<file path="src/sv/hsi_pkg.sv">
// ----------------------------------------------------------------------------
// HSI to RGB converter package
// Field widths, sector codes, stage control type and the elaboration-time
// functions that build the hue ratio table.
// ----------------------------------------------------------------------------
`default_nettype none

package hsi_pkg;

  localparam int RATIO_FRAC_BITS_DEF = 14;

  localparam int HueW      = 10;
  localparam int SatW      = 10;
  localparam int IntW      = 10;
  localparam int ChanW     = 8;
  localparam int UnitQ8    = 256;
  localparam int LevelW    = 9;    // clamped Q.8 value, 0..256
  localparam int SectorDeg = 120;
  localparam int DegW      = 7;
  localparam int TurnsMax  = 8;    // sector starts above zero that fit in the hue field
  localparam int TurnW     = 4;
  localparam int NumChan   = 3;
  localparam int ChA       = 0;
  localparam int ChB       = 1;
  localparam int ChC       = 2;
  localparam int ChanMax   = 255;

  // Division by three of the scaled level: (t * 683) >> 11 is exact below 2048.
  localparam int ScaleW      = 11;
  localparam int Recip3      = 683;
  localparam int Recip3W     = 10;
  localparam int Recip3Shift = 11;
  localparam int QuoW        = ScaleW + Recip3W - Recip3Shift;

  localparam int CosFrac  = 28;
  localparam int CosTerms = 12;
  localparam int HalfTurn = 180;
  localparam int QuarterTurn = 90;
  localparam int SixthTurn   = 60;
  localparam int DegToRadDiv = 720;
  localparam longint unsigned PiQ30 = 64'd3373259426;

  typedef enum logic [1:0] {
    SEC_0 = 2'd0,
    SEC_1 = 2'd1,
    SEC_2 = 2'd2
  } sector_t;

  typedef struct packed {
    logic en_a;
    logic en_b;
  } stage_ctl_t;

  // Restoring division, only evaluated while the design elaborates.
  function automatic longint unsigned udiv64(input longint unsigned num,
                                             input longint unsigned den);
    longint unsigned quo;
    longint unsigned rem;
    int b;
    quo = '0;
    rem = '0;
    for (b = 63; b >= 0; b--) begin
      rem = {rem[62:0], num[b]};
      if (rem >= den) begin
        rem    = rem - den;
        quo[b] = 1'b1;
      end
    end
    return quo;
  endfunction

  // Cosine of a whole degree in Q.28 by a truncated Taylor series.
  function automatic longint cos_q28(input int deg);
    int unsigned     a;
    bit              neg;
    longint unsigned x;
    longint unsigned x2;
    longint unsigned term;
    longint          sum;
    int              k;
    a   = (deg < 0) ? int'(-deg) : deg;
    neg = 1'b0;
    if (a > QuarterTurn) begin
      a   = HalfTurn - a;
      neg = 1'b1;
    end
    x    = udiv64(64'(a) * PiQ30, 64'(DegToRadDiv));
    x2   = (x * x) >> CosFrac;
    term = 64'd1 << CosFrac;
    sum  = longint'(term);
    for (k = 1; k <= CosTerms; k++) begin
      term = (term * x2) >> CosFrac;
      term = udiv64(term, 64'((2 * k - 1) * (2 * k)));
      if (k % 2 == 1) begin
        sum = sum - longint'(term);
      end else begin
        sum = sum + longint'(term);
      end
    end
    return neg ? -sum : sum;
  endfunction

  // cos(d)/cos(60-d) in Q.frac, rounded half away from zero.
  function automatic longint ratio_q(input int d, input int frac);
    longint ca;
    longint cb;
    longint num;
    longint q;
    ca  = cos_q28(d);
    cb  = cos_q28(SixthTurn - d);
    num = ca <<< frac;
    if (cb < 1) begin
      cb = 1;
    end
    if (num >= 0) begin
      q = longint'(udiv64(64'(num + (cb >>> 1)), 64'(cb)));
    end else begin
      q = -longint'(udiv64(64'(-num + (cb >>> 1)), 64'(cb)));
    end
    return q;
  endfunction

  // Level divided by three, saturated to the channel range.
  function automatic logic [ChanW-1:0] div3_sat(input logic [ScaleW-1:0] t);
    logic [ScaleW+Recip3W-1:0] prod;
    logic [QuoW-1:0]           quo;
    prod = (ScaleW+Recip3W)'(t) * (ScaleW+Recip3W)'(Recip3);
    quo  = prod[ScaleW+Recip3W-1:Recip3Shift];
    return (quo > QuoW'(ChanMax)) ? ChanW'(ChanMax) : quo[ChanW-1:0];
  endfunction

endpackage

`default_nettype wire

</file>
<file path="src/sv/hsi_in_if.sv">
// ----------------------------------------------------------------------------
// HSI input channel
// Valid/ready channel carrying one pixel as hue, saturation and intensity.
// ----------------------------------------------------------------------------
`default_nettype none

interface hsi_in_if;
  import hsi_pkg::*;

  logic            valid;
  logic            ready;
  logic [HueW-1:0] hue_degrees;
  logic [SatW-1:0] saturation;
  logic [IntW-1:0] intensity;

  modport source (output valid, hue_degrees, saturation, intensity, input ready);
  modport sink   (input valid, hue_degrees, saturation, intensity, output ready);
endinterface

`default_nettype wire

</file>
<file path="src/sv/hsi_out_if.sv">
// ----------------------------------------------------------------------------
// RGB output channel
// Valid/ready channel carrying one pixel as 8-bit red, green and blue.
// ----------------------------------------------------------------------------
`default_nettype none

interface hsi_out_if;
  import hsi_pkg::*;

  logic             valid;
  logic             ready;
  logic [ChanW-1:0] red;
  logic [ChanW-1:0] green;
  logic [ChanW-1:0] blue;

  modport source (output valid, red, green, blue, input ready);
  modport sink   (input valid, red, green, blue, output ready);
endinterface

`default_nettype wire

</file>
<file path="src/sv/hsi_sector.sv">
// ----------------------------------------------------------------------------
// HSI sector stage
// Reduces the hue to a 120-degree sector and offset, and clamps saturation
// and intensity to 1.0.
// ----------------------------------------------------------------------------
`default_nettype none

module hsi_sector (
  input  logic                        clk,
  input  logic                        en,
  input  logic [hsi_pkg::HueW-1:0]    hue,
  input  logic [hsi_pkg::SatW-1:0]    sat,
  input  logic [hsi_pkg::IntW-1:0]    inten,
  output hsi_pkg::sector_t            sec_r,
  output logic [hsi_pkg::DegW-1:0]    deg_r,
  output logic [hsi_pkg::LevelW-1:0]  sat_r,
  output logic [hsi_pkg::LevelW-1:0]  inten_r
);
  import hsi_pkg::*;

  logic [TurnW-1:0]  turn;
  logic [HueW-1:0]   base;
  sector_t           sec_nxt;
  logic [DegW-1:0]   deg_nxt;
  logic [LevelW-1:0] sat_nxt;
  logic [LevelW-1:0] inten_nxt;

  // Count the 120-degree boundaries at or below the hue; the modulo 360
  // folds into the sector code.
  always_comb begin
    turn = '0;
    for (int j = 1; j <= TurnsMax; j++) begin
      if (hue >= HueW'(j * SectorDeg)) begin
        turn = turn + TurnW'(1);
      end
    end
  end

  always_comb begin
    case (turn)
      4'd0, 4'd3, 4'd6: sec_nxt = SEC_0;
      4'd1, 4'd4, 4'd7: sec_nxt = SEC_1;
      4'd2, 4'd5, 4'd8: sec_nxt = SEC_2;
      default:          sec_nxt = SEC_0;
    endcase
  end

  assign base      = HueW'(turn) * HueW'(SectorDeg);
  assign deg_nxt   = DegW'(hue - base);
  assign sat_nxt   = (sat > SatW'(UnitQ8)) ? LevelW'(UnitQ8) : sat[LevelW-1:0];
  assign inten_nxt = (inten > IntW'(UnitQ8)) ? LevelW'(UnitQ8) : inten[LevelW-1:0];

  always_ff @(posedge clk) begin
    if (en) begin
      sec_r   <= sec_nxt;
      deg_r   <= deg_nxt;
      sat_r   <= sat_nxt;
      inten_r <= inten_nxt;
    end
  end

endmodule

`default_nettype wire

</file>
<file path="src/sv/hsi_bracket.sv">
// ----------------------------------------------------------------------------
// HSI bracket stages
// Looks up the hue ratio, then forms the three bracket terms
// 1+S*R, 1+S*(1-R) and 1-S in Q.(8+frac), clamped at zero.
// ----------------------------------------------------------------------------
`default_nettype none

module hsi_bracket #(
  parameter int RATIO_FRAC_BITS = hsi_pkg::RATIO_FRAC_BITS_DEF
) (
  input  logic                              clk,
  input  hsi_pkg::stage_ctl_t               ctl,
  input  hsi_pkg::sector_t                  sec,
  input  logic [hsi_pkg::DegW-1:0]          deg,
  input  logic [hsi_pkg::LevelW-1:0]        sat,
  input  logic [hsi_pkg::LevelW-1:0]        inten,
  output logic [RATIO_FRAC_BITS+9:0]        br_r [hsi_pkg::NumChan],
  output logic [hsi_pkg::LevelW-1:0]        inten_r,
  output hsi_pkg::sector_t                  sec_r
);
  import hsi_pkg::*;

  localparam int QW  = RATIO_FRAC_BITS + 3;
  localparam int PRW = RATIO_FRAC_BITS + 13;
  localparam int BRW = RATIO_FRAC_BITS + 10;
  localparam logic signed [PRW-1:0] One  = PRW'(longint'(1) << RATIO_FRAC_BITS);
  localparam logic signed [PRW-1:0] Base = PRW'(longint'(UnitQ8) << RATIO_FRAC_BITS);

  logic signed [QW-1:0]  ratio_tab [SectorDeg];
  logic signed [QW-1:0]  q_r;
  logic [LevelW-1:0]     sat_a_r;
  logic [LevelW-1:0]     inten_a_r;
  sector_t               sec_a_r;

  logic signed [PRW-1:0] s_x;
  logic signed [PRW-1:0] q_x;
  logic signed [PRW-1:0] omq;
  logic signed [PRW-1:0] sum [NumChan];
  logic [BRW-1:0]        br_nxt [NumChan];

  // Ratio table, fixed at elaboration for the chosen fraction width.
  for (genvar g = 0; g < SectorDeg; g++) begin : g_tab
    localparam longint Val = ratio_q(g, RATIO_FRAC_BITS);
    assign ratio_tab[g] = QW'(Val);
  end

  always_ff @(posedge clk) begin
    if (ctl.en_a) begin
      q_r       <= ratio_tab[deg];
      sat_a_r   <= sat;
      inten_a_r <= inten;
      sec_a_r   <= sec;
    end
  end

  assign s_x = PRW'({1'b0, sat_a_r});
  assign q_x = PRW'(q_r);
  assign omq = One - q_x;

  assign sum[ChA] = Base + s_x * q_x;
  assign sum[ChB] = Base + s_x * omq;
  assign sum[ChC] = (PRW'(UnitQ8) - s_x) <<< RATIO_FRAC_BITS;

  // Table rounding can drive a bracket slightly negative; that reads as zero.
  always_comb begin
    for (int c = 0; c < NumChan; c++) begin
      br_nxt[c] = sum[c][PRW-1] ? '0 : sum[c][BRW-1:0];
    end
  end

  always_ff @(posedge clk) begin
    if (ctl.en_b) begin
      br_r    <= br_nxt;
      inten_r <= inten_a_r;
      sec_r   <= sec_a_r;
    end
  end

endmodule

`default_nettype wire

</file>
<file path="src/sv/hsi_scale.sv">
// ----------------------------------------------------------------------------
// HSI scale stages
// Multiplies each bracket by the intensity, then scales by 255 and drops the
// fraction, leaving a level still to be divided by three.
// ----------------------------------------------------------------------------
`default_nettype none

module hsi_scale #(
  parameter int RATIO_FRAC_BITS = hsi_pkg::RATIO_FRAC_BITS_DEF
) (
  input  logic                              clk,
  input  hsi_pkg::stage_ctl_t               ctl,
  input  logic [RATIO_FRAC_BITS+9:0]        br [hsi_pkg::NumChan],
  input  logic [hsi_pkg::LevelW-1:0]        inten,
  input  hsi_pkg::sector_t                  sec,
  output logic [hsi_pkg::ScaleW-1:0]        lvl_r [hsi_pkg::NumChan],
  output hsi_pkg::sector_t                  sec_r
);
  import hsi_pkg::*;

  localparam int BRW    = RATIO_FRAC_BITS + 10;
  localparam int PW     = BRW + LevelW;
  localparam int TShift = RATIO_FRAC_BITS + 16;
  localparam int WW     = TShift + ScaleW;

  logic [PW-1:0]     prod_r [NumChan];
  sector_t           sec_a_r;
  logic [WW-1:0]     wide [NumChan];
  logic [ScaleW-1:0] lvl_nxt [NumChan];

  always_ff @(posedge clk) begin
    if (ctl.en_a) begin
      for (int c = 0; c < NumChan; c++) begin
        prod_r[c] <= PW'(inten) * PW'(br[c]);
      end
      sec_a_r <= sec;
    end
  end

  // 255 * p as (p << 8) - p; the top bits are the level before the divide by three.
  always_comb begin
    for (int c = 0; c < NumChan; c++) begin
      wide[c]    = (WW'(prod_r[c]) << ChanW) - WW'(prod_r[c]);
      lvl_nxt[c] = wide[c][TShift +: ScaleW];
    end
  end

  always_ff @(posedge clk) begin
    if (ctl.en_b) begin
      lvl_r <= lvl_nxt;
      sec_r <= sec_a_r;
    end
  end

endmodule

`default_nettype wire

</file>
<file path="src/sv/hsi_to_rgb_converter_unit.sv">
// ----------------------------------------------------------------------------
// HSI to RGB converter
// Converts one pixel from hue, saturation and intensity to 8-bit RGB in a
// six-stage pipeline.
//
//   Channel   Direction  Payload
//   in_ch     input      hue_degrees[9:0], saturation[9:0], intensity[9:0]
//   out_ch    output     red[7:0], green[7:0], blue[7:0]
//
// One item enters per cycle while the output is not stalled; each item passes
// through the six register stages in order: sector, ratio lookup, bracket,
// intensity multiply, scale, output.
// Each stage holds its item only while the next stage is full and blocked,
// so empty stages fill up behind a stalled output without losing items.
// Reset is synchronous and clears only the stage valid bits.
// ----------------------------------------------------------------------------
`default_nettype none

module hsi_to_rgb_converter_unit #(
  parameter int RATIO_FRAC_BITS = hsi_pkg::RATIO_FRAC_BITS_DEF
) (
  input  logic       clk,
  input  logic       rst_n,
  hsi_in_if.sink     in_ch,
  hsi_out_if.source  out_ch
);
  import hsi_pkg::*;

  localparam int BRW       = RATIO_FRAC_BITS + 10;
  localparam int NumStages = 6;
  localparam int StSector  = 0;
  localparam int StRatio   = 1;
  localparam int StBracket = 2;
  localparam int StMult    = 3;
  localparam int StScale   = 4;
  localparam int StOut     = 5;

  logic [NumStages-1:0] vld_r;
  logic [NumStages-1:0] vld_nxt;
  logic [NumStages-1:0] en;

  sector_t           s1_sec;
  logic [DegW-1:0]   s1_deg;
  logic [LevelW-1:0] s1_sat;
  logic [LevelW-1:0] s1_inten;

  logic [BRW-1:0]    s3_br [NumChan];
  logic [LevelW-1:0] s3_inten;
  sector_t           s3_sec;

  logic [ScaleW-1:0] s5_lvl [NumChan];
  sector_t           s5_sec;

  stage_ctl_t        brk_ctl;
  stage_ctl_t        scl_ctl;

  logic [ChanW-1:0]  lvl_a;
  logic [ChanW-1:0]  lvl_b;
  logic [ChanW-1:0]  lvl_c;
  logic [ChanW-1:0]  red_nxt;
  logic [ChanW-1:0]  green_nxt;
  logic [ChanW-1:0]  blue_nxt;
  logic [ChanW-1:0]  red_r;
  logic [ChanW-1:0]  green_r;
  logic [ChanW-1:0]  blue_r;

  // A stage loads when it is empty or when the stage after it moves on.
  always_comb begin
    en[StOut] = ~vld_r[StOut] | out_ch.ready;
    for (int k = NumStages - 2; k >= 0; k--) begin
      en[k] = ~vld_r[k] | en[k+1];
    end
  end

  always_comb begin
    vld_nxt[StSector] = in_ch.valid;
    for (int k = 1; k < NumStages; k++) begin
      vld_nxt[k] = vld_r[k-1];
    end
  end

  always_ff @(posedge clk) begin
    if (!rst_n) begin
      vld_r <= '0;
    end else begin
      for (int k = 0; k < NumStages; k++) begin
        if (en[k]) begin
          vld_r[k] <= vld_nxt[k];
        end
      end
    end
  end

  assign in_ch.ready = en[StSector];
  assign brk_ctl     = '{en_a: en[StRatio], en_b: en[StBracket]};
  assign scl_ctl     = '{en_a: en[StMult], en_b: en[StScale]};

  hsi_sector u_sector (
    .clk     (clk),
    .en      (en[StSector]),
    .hue     (in_ch.hue_degrees),
    .sat     (in_ch.saturation),
    .inten   (in_ch.intensity),
    .sec_r   (s1_sec),
    .deg_r   (s1_deg),
    .sat_r   (s1_sat),
    .inten_r (s1_inten)
  );

  hsi_bracket #(
    .RATIO_FRAC_BITS (RATIO_FRAC_BITS)
  ) u_bracket (
    .clk     (clk),
    .ctl     (brk_ctl),
    .sec     (s1_sec),
    .deg     (s1_deg),
    .sat     (s1_sat),
    .inten   (s1_inten),
    .br_r    (s3_br),
    .inten_r (s3_inten),
    .sec_r   (s3_sec)
  );

  hsi_scale #(
    .RATIO_FRAC_BITS (RATIO_FRAC_BITS)
  ) u_scale (
    .clk   (clk),
    .ctl   (scl_ctl),
    .br    (s3_br),
    .inten (s3_inten),
    .sec   (s3_sec),
    .lvl_r (s5_lvl),
    .sec_r (s5_sec)
  );

  assign lvl_a = div3_sat(s5_lvl[ChA]);
  assign lvl_b = div3_sat(s5_lvl[ChB]);
  assign lvl_c = div3_sat(s5_lvl[ChC]);

  always_comb begin
    case (s5_sec)
      SEC_0: begin
        red_nxt   = lvl_a;
        green_nxt = lvl_b;
        blue_nxt  = lvl_c;
      end
      SEC_1: begin
        red_nxt   = lvl_c;
        green_nxt = lvl_a;
        blue_nxt  = lvl_b;
      end
      SEC_2: begin
        red_nxt   = lvl_b;
        green_nxt = lvl_c;
        blue_nxt  = lvl_a;
      end
      default: begin
        red_nxt   = lvl_a;
        green_nxt = lvl_b;
        blue_nxt  = lvl_c;
      end
    endcase
  end

  always_ff @(posedge clk) begin
    if (en[StOut]) begin
      red_r   <= red_nxt;
      green_r <= green_nxt;
      blue_r  <= blue_nxt;
    end
  end

  assign out_ch.valid = vld_r[StOut];
  assign out_ch.red   = red_r;
  assign out_ch.green = green_r;
  assign out_ch.blue  = blue_r;

endmodule

`default_nettype wire

</file>
<file path="src/flat_wrapper.sv">
// flat-port wrapper written by rule: the top's interface ports become plain ports
module hsi_to_rgb_converter_unit_flat import hsi_pkg::*;
#(
  parameter int RATIO_FRAC_BITS = hsi_pkg::RATIO_FRAC_BITS_DEF
)
  (clk, rst_n, in_ch_valid, in_ch_hue_degrees, in_ch_saturation, in_ch_intensity, in_ch_ready, out_ch_valid, out_ch_red, out_ch_green, out_ch_blue, out_ch_ready);
  hsi_in_if in_ch_i ();
  hsi_out_if out_ch_i ();
  input  logic clk;
  input  logic rst_n;
  input wire logic [$bits(in_ch_i.valid)-1:0] in_ch_valid;
  input wire logic [$bits(in_ch_i.hue_degrees)-1:0] in_ch_hue_degrees;
  input wire logic [$bits(in_ch_i.saturation)-1:0] in_ch_saturation;
  input wire logic [$bits(in_ch_i.intensity)-1:0] in_ch_intensity;
  output wire logic [$bits(in_ch_i.ready)-1:0] in_ch_ready;
  output wire logic [$bits(out_ch_i.valid)-1:0] out_ch_valid;
  output wire logic [$bits(out_ch_i.red)-1:0] out_ch_red;
  output wire logic [$bits(out_ch_i.green)-1:0] out_ch_green;
  output wire logic [$bits(out_ch_i.blue)-1:0] out_ch_blue;
  input wire logic [$bits(out_ch_i.ready)-1:0] out_ch_ready;
  assign in_ch_i.valid = in_ch_valid;
  assign in_ch_i.hue_degrees = in_ch_hue_degrees;
  assign in_ch_i.saturation = in_ch_saturation;
  assign in_ch_i.intensity = in_ch_intensity;
  assign in_ch_ready = in_ch_i.ready;
  assign out_ch_valid = out_ch_i.valid;
  assign out_ch_red = out_ch_i.red;
  assign out_ch_green = out_ch_i.green;
  assign out_ch_blue = out_ch_i.blue;
  assign out_ch_i.ready = out_ch_ready;
  hsi_to_rgb_converter_unit #(.RATIO_FRAC_BITS(RATIO_FRAC_BITS)) u_core (.clk(clk), .rst_n(rst_n), .in_ch(in_ch_i), .out_ch(out_ch_i));
endmodule
</file>
<file path="config.mk">
export PLATFORM = sky130hd
export DESIGN_NAME = hsi_to_rgb_converter_unit_flat
export DESIGN_NICKNAME = d
export VERILOG_FILES = /design/src/sv/hsi_pkg.sv /design/src/sv/hsi_in_if.sv /design/src/sv/hsi_out_if.sv /design/src/sv/hsi_sector.sv /design/src/sv/hsi_bracket.sv /design/src/sv/hsi_scale.sv /design/src/sv/hsi_to_rgb_converter_unit.sv /design/src/flat_wrapper.sv
export SDC_FILE = /design/constraint.sdc
export NUM_CORES = 2
export LEC_CHECK = 0
export ABC_AREA = 1
export BUFFER_PORTS_ARGS = -buffer_cell sky130_fd_sc_hd__buf_4
export CAP_MARGIN = 30
export CORE_MARGIN = 10
export CORE_UTILIZATION = 49
export CTS_CLUSTER_DIAMETER = 80
export DETAILED_ROUTE_END_ITERATION = 8
export GPL_TIMING_DRIVEN = 0
export PLACE_DENSITY_LB_ADDON = 0.2
export SKIP_CTS_REPAIR_TIMING = 1
export SLEW_MARGIN = 30
export SYNTH_ARGS = -nofsm -noshare
export SYNTH_HDL_FRONTEND = slang
export SYNTH_HIERARCHICAL = 1
export SYNTH_SLANG_ARGS = --single-unit
</file>
<file path="constraint.sdc">
create_clock -name clk -period 6.8 [get_ports clk]
set_clock_uncertainty 0.05 [all_clocks]
set_input_delay 0.68 -clock clk [delete_from_list [all_inputs] [get_ports clk]]
set_output_delay 0.68 -clock clk [all_outputs]
set_load 0.005 [all_outputs]
</file>
## After elaboration in Yosys (flattened, before gate mapping)

Memory sizes are Yosys's and may differ from the RTL's. A register that Yosys moved wholly into a read port is not among the register bits.
Index checks and enable logic that the tools add are counted.

- Bits in registers: 195
- Bits in writable memories: 99
- ROM bits: 2,208
- Input port bits: 34
- Output and inout bits: 26
- Word-level logic and storage cells: 97
- Memories kept: 3

Memories:

| name | words | width | rd ports | clocked after memory_dff | wr ports | RTL line | RTL |
|---|---|---|---|---|---|---|---|
| (name not given) | 128 | 17 | 1 | 1 | 0 | hsi_bracket.sv:49 | `q_r <= ratio_tab[deg];` |
| u_core.u_scale.prod_r | 3 | 33 | 3 | 0 | 3 | hsi_scale.sv:26 | `logic [PW-1:0] prod_r [NumChan];` |
| (name not given) | 16 | 2 | 1 | 1 | 0 | hsi_sector.sv:40 | `case (turn)` |

- $add $sub $neg: 15
- Multiply operators: 9
- Magnitude comparators: 13
- Equality and inequality tests: 2
- Muxes and demuxes: 16
- Bitwise gates (word level): 13

Operators with widths:

| operator | number |
|---|---|
| $sub 41x33->41 | 3 |
| $mul 9x24->33 | 3 |
| $mul 11x10->21 const B | 3 |
| $add 24x27->27 const A | 2 |
| $pmux 8 s2 | 3 |
| $ge 10x10->1 const B | 4 |
| $gt 10x8->1 const B | 3 |
| $add 4x1->4 const B | 7 |
| $mux 4 | 7 |
| $mul 10x17->27 | 1 |
| $mul 10x18->27 | 1 |
| $mux 8 | 3 |
| $ge 10x9->1 const B | 2 |
| $gt 10x9->1 const B | 2 |
| $sub 16x17->18 const A | 1 |
| $ge 10x7->1 const B | 1 |
| $ge 10x8->1 const B | 1 |
| $sub 9x9->10 const A | 1 |
| $not 7->8 | 1 |
| $sub 7x7->7 | 1 |
| $not 1->1 | 6 |
| $or 1x1->1 | 6 |
| $mul 4x1->4 const B | 1 |
| $mux 1 | 3 |
| 2 further kinds | 2 |

## Depth between registers and ports, before layout

- Depth in word-level cells: 18
- Mapped depth: 36
- Gate-level depth less buffers: 36

## By module

The synthesis kept the hierarchy.

By module, submodules not included:

| module | instances | cells each | area an instance (um2) | seq. area each (um2) |
|---|---|---|---|---|
| hsi_scale | 1 | 4,889 | 32,752.7 | 4,083.9 |
| hsi_bracket | 1 | 2,623 | 19,986.7 | 3,183.1 |
| hsi_to_rgb_converter_unit | 1 | 1,140 | 8,520.7 | 840.8 |
| hsi_sector | 1 | 265 | 2,059.5 | 810.8 |

## Worst setup path after synthesis

Ideal clock, no wire load.

- Path type: in2out
- Start: input out_ch_ready
- End: output in_ch_ready
- Arrival time: 6.600 ns
- Required time: 6.070 ns
- Setup slack: -0.530 ns
- Stages on the path: 10
- Path buffers: 0
- Cells stage by stage: nor2_1 -> inv_1 -> nor2_1 -> inv_1 -> nor2_1 -> inv_1 -> nor2_1 -> inv_1 -> nor2_1 -> nand2_1

RTL lines:

| element | RTL line | RTL |
|---|---|---|
| start, declared | flat_wrapper.sv:20 | `input wire logic [$bits(out_ch_i.ready)-1:0] out_ch_ready;` |
| end, declared | flat_wrapper.sv:15 | `output wire logic [$bits(in_ch_i.ready)-1:0] in_ch_ready;` |

## Worst setup path in the final report

- Start: register u_core.u_bracket.q_r[3]
- End: register u_core/u_bracket/br_r[30] (netlist name), data pin

- Cells in the longest elaborated chain, start to end: 3

RTL lines:

| element | RTL line | RTL |
|---|---|---|
| start, declared | hsi_bracket.sv:30 | `logic signed [QW-1:0] q_r;` |
| $sub 16x17->18 | hsi_bracket.sv:58 | `assign omq = One - q_x;` |
| $mul 10x18->27 | hsi_bracket.sv:61 | `assign sum[ChB] = Base + s_x * omq;` |
| $add 24x27->27 | hsi_bracket.sv:61 |  |
| end signal, assigned | hsi_bracket.sv:73 | `br_r <= br_nxt;` |
| end, declared | hsi_bracket.sv:17 | `output logic [RATIO_FRAC_BITS+9:0] br_r [hsi_pkg::NumChan],` |

No other way between the ends.
A chain may end at the register's enable or synchronous reset.

==> impl_results.md <==
- Post-synthesis cell count: 8917
- Gp weighted congestion: 0.947
- Family with the most delay on the worst path: adder cells
- Dpl ws: 65.9 ps
- Crit path launch: u_core/u_bracket/q_r[3]
- Tcrit/Tclk final: 95.2%
- Drt pass-1 iters: 7
- Hpwl dp: 149000 um
- Final Setup Violations: 0
- Layout area overhead: 6.85%
- Core Rows: 131
- Top cells by instance count after synthesis: 2727 x nand2_1, 2316 x inv_1, 808 x fa_1, 617 x ha_1, 523 x nor2_1
- WP buf/inv: 7
- Clock Latency Late Sink: 630 ps
- GRT Total Usage: 24.7%
- Min-Delay Path Class: input port to register
- Slew Viols, Final: 0
- Crit path to: u_core/u_bracket/br_r[30]
- Initial antenna violation count: 2
- Crit path required time: 7110 ps
- Die width: 379 um
- Crit path launch type: register
- Critical path peak fanout: 8
- Fin nets: 10500
- CP max stage cell: fa_1
- Dpl cells: 10700
- Syn_area_per_cell: 7.10 um2
- Pin count of the biggest net entering global routing: 53
- Yosys synthesis warning count: 6
- Adder-Cell Fraction of Synth Area: 37.7%
- Status: finished, final reports clean
- Post-synthesis mux area share: 0%
- Via count: 54400
- Root Driver: clkbuf_16
- Core footprint: 0.128 mm2
- Post-synthesis xor/xnor area fraction: 1.51%
- CTS tree: yes
- Die outline height: 379 um
- Die area: 0.144 mm2
- Share of the synthesized area in the top cell type: 25.5%
- Ports: 60
- Setup_tns: 0 ps
- N_diodes: 0
- Maxcap violations: 0
- Final worst slack: 326 ps
- Mapped Area: 0.0633 mm2
- DRT iter0 DRCs: 3847
- WP data arrival: 6780 ps
- Clk buf depth: 3
- Asr flop ratio synth: 0%
- Max_slew headroom: 31.7%
- Worst Max-Slew Pin Slew: 1020 ps
- Final ANT Viol Nets: 0
- Finished Layout Cells: 10800
- Top FF cell, synth: edfxtp_1
- CP Class: register to register
- Compound-cell area share of the yosys netlist: 4.47%
- H-tree Lvls: 2
- Number of flops mapped to enable cells by yosys: 293
- Fmax: 0.154 GHz
- Final wirelength: 176000 um
- Layout cells sized above 1: 5.15%
- Min Tclk post-route: 6470 ps
- First-pass GRT wire length: 286000 um
- Largest family of logic cells by synthesized area: adder cells
- GRT overflow: 0
- Final hold violations: 0
- Crit end category: register
- Initial core utilization: 49.5%
- Largest stage delay on the critical path: 590 ps
- Most frequent cell after synthesis: nand2_1
- Vias/cell: 5.03
- Synth cell types: 65
- DR DRC count: 0
- Reg-to-Reg End: u_core/u_bracket/br_r[30]
- Count of state elements after synthesis: 299
- R2R setup slack: 330 ps
- Sequential fraction of the synthesis area: 14.1%
- Layout Utilization: 52.9%
- Area leader, netlist: fa_1
- Number of buffers created by CTS: 42
- Depth of the most critical reg-to-reg path: 28
- Clock transition at path regs: 60 ps
- Worst r2r src: u_core/u_bracket/q_r[3]
- Wirelength per Cell: 16.3 um
- Vias in the first global route: 55300
- IO Port Bufs: 59
- CTS Sinks: 299
- Critical Path Stages: 28
- Synth top area cells: fa_1 26%, nand2_1 16%, edfxtp_1 14%
- Post-Synth Simple-Gate Area: 26.5%
-- cell usage in the layout, fill, tap and decap left out, types with 7 or more instances in the layout --
master / synthesis / layout
nand2_4: 20 / 20
xnor2_1: 49 / 49
inv_1: 2316 / 2308
o211ai_1: 18 / 18
nand4_1: 89 / 89
o21ai_1: 8 / 8
buf_4: 15 / 81
o2111ai_1: 7 / 7
clkbuf_1: 199 / 190
buf_1: 9 / 9
ha_1: 617 / 611
and2_1: 8 / 8
nor2_4: 46 / 49
o21a_1: 7 / 7
clkinvlp_4: 0 / 7
inv_6: 1 / 10
nor3_1: 50 / 50
nor2_2: 32 / 32
o21ai_2: 9 / 10
buf_2: 23 / 23
buf_12: 4 / 8
conb_1: 1 / 15
a31oi_1: 9 / 9
nand2_1: 2727 / 2721
nand3_1: 332 / 332
o21bai_1: 11 / 11
a21oi_1: 274 / 273
nand2_2: 67 / 72
nand3_2: 21 / 21
inv_2: 24 / 29
edfxtp_1: 293 / 293
nor2_1: 523 / 520
clkbuf_16: 0 / 44
o21ai_0: 137 / 136
clkbuf_2: 0 / 11
xor2_1: 57 / 57
nand3b_1: 24 / 24
fa_1: 808 / 808
clkinv_1: 7 / 15
-- kinds of logic (layout without fill, tap and decap cells) --
logic type,count (synthesis),count (layout)
simple gates,3973,3973
buf+inv,2601,2751
fa+ha+maj,1425,1425
compound gates,511,511
flops,299,299
xor+xnor,107,107
other cells,1,15
-- sequential cells by signal, summed over array words and instances (netlist names), 17 cells and up --
signal,cells
u_core/u_bracket/br_r,58
u_core/u_bracket/q_r,17
u_core/u_scale/lvl_r,33
u_core/u_scale/prod_r,99
-- area by class of cell --
| class | instances | area [um2] |
|---|---|---|
| clock buffer | 44 | 1060 |
| clock inverter | 33 | 293 |
| sequential | 299 | 8920 |
| fill | 12700 | 60400 |
| tap | 1729 | 2160 |
| multi-input combinational | 6031 | 44600 |
| timing repair buffer | 73 | 653 |
| buffer | 250 | 1100 |
| inverter | 2351 | 8850 |
-- how the worst min path moves through the flow --
stage / startpoint / endpoint / slack, ps / cells past startpoint
final: in_ch_hue_degrees[2] / u_core/u_sector/deg_r[2] / 190 / 1
after global routing: in_ch_hue_degrees[2] / u_core/u_sector/deg_r[2] / 170 / 1
after CTS: in_ch_hue_degrees[2] / u_core/u_sector/deg_r[2] / 150 / 1
after detailed placement: u_core/u_sector/inten_r[8] / u_core/u_bracket/inten_a_r[8] / 350 / 0
after global placement: u_core/u_bracket/inten_a_r[3] / u_core/u_bracket/inten_r[3] / 350 / 0
after floorplan: u_core/u_sector/inten_r[0] / u_core/u_bracket/inten_a_r[0] / 350 / 0
-- per-layer routing --
| layer | vias to the layer above | global-route usage (%) | wire length, um |
|---|---|---|---|
| li1 | 26700 | - | - |
| met1 | 25700 | 31.6 | 74500 |
| met2 | 1594 | 42.4 | 83300 |
| met3 | 342 | 3.02 | 10500 |
| met4 | 0 | 9.57 | 7690 |
| met5 | - | 0 | 0 |
-- per-stage QoR --
stage	instance area, um2	hold slack (ps)
3_3_place_gp	66000	351
3_5_place_dp	66100	355
5_1_grt	67700	172
4_1_cts	67500	148
6_report	67700	192
2_1_floorplan	63400	350
Power is left out: the tool's default activity adds up to more than one toggle a clock period on the data nets, which glitch-free logic cannot reach.
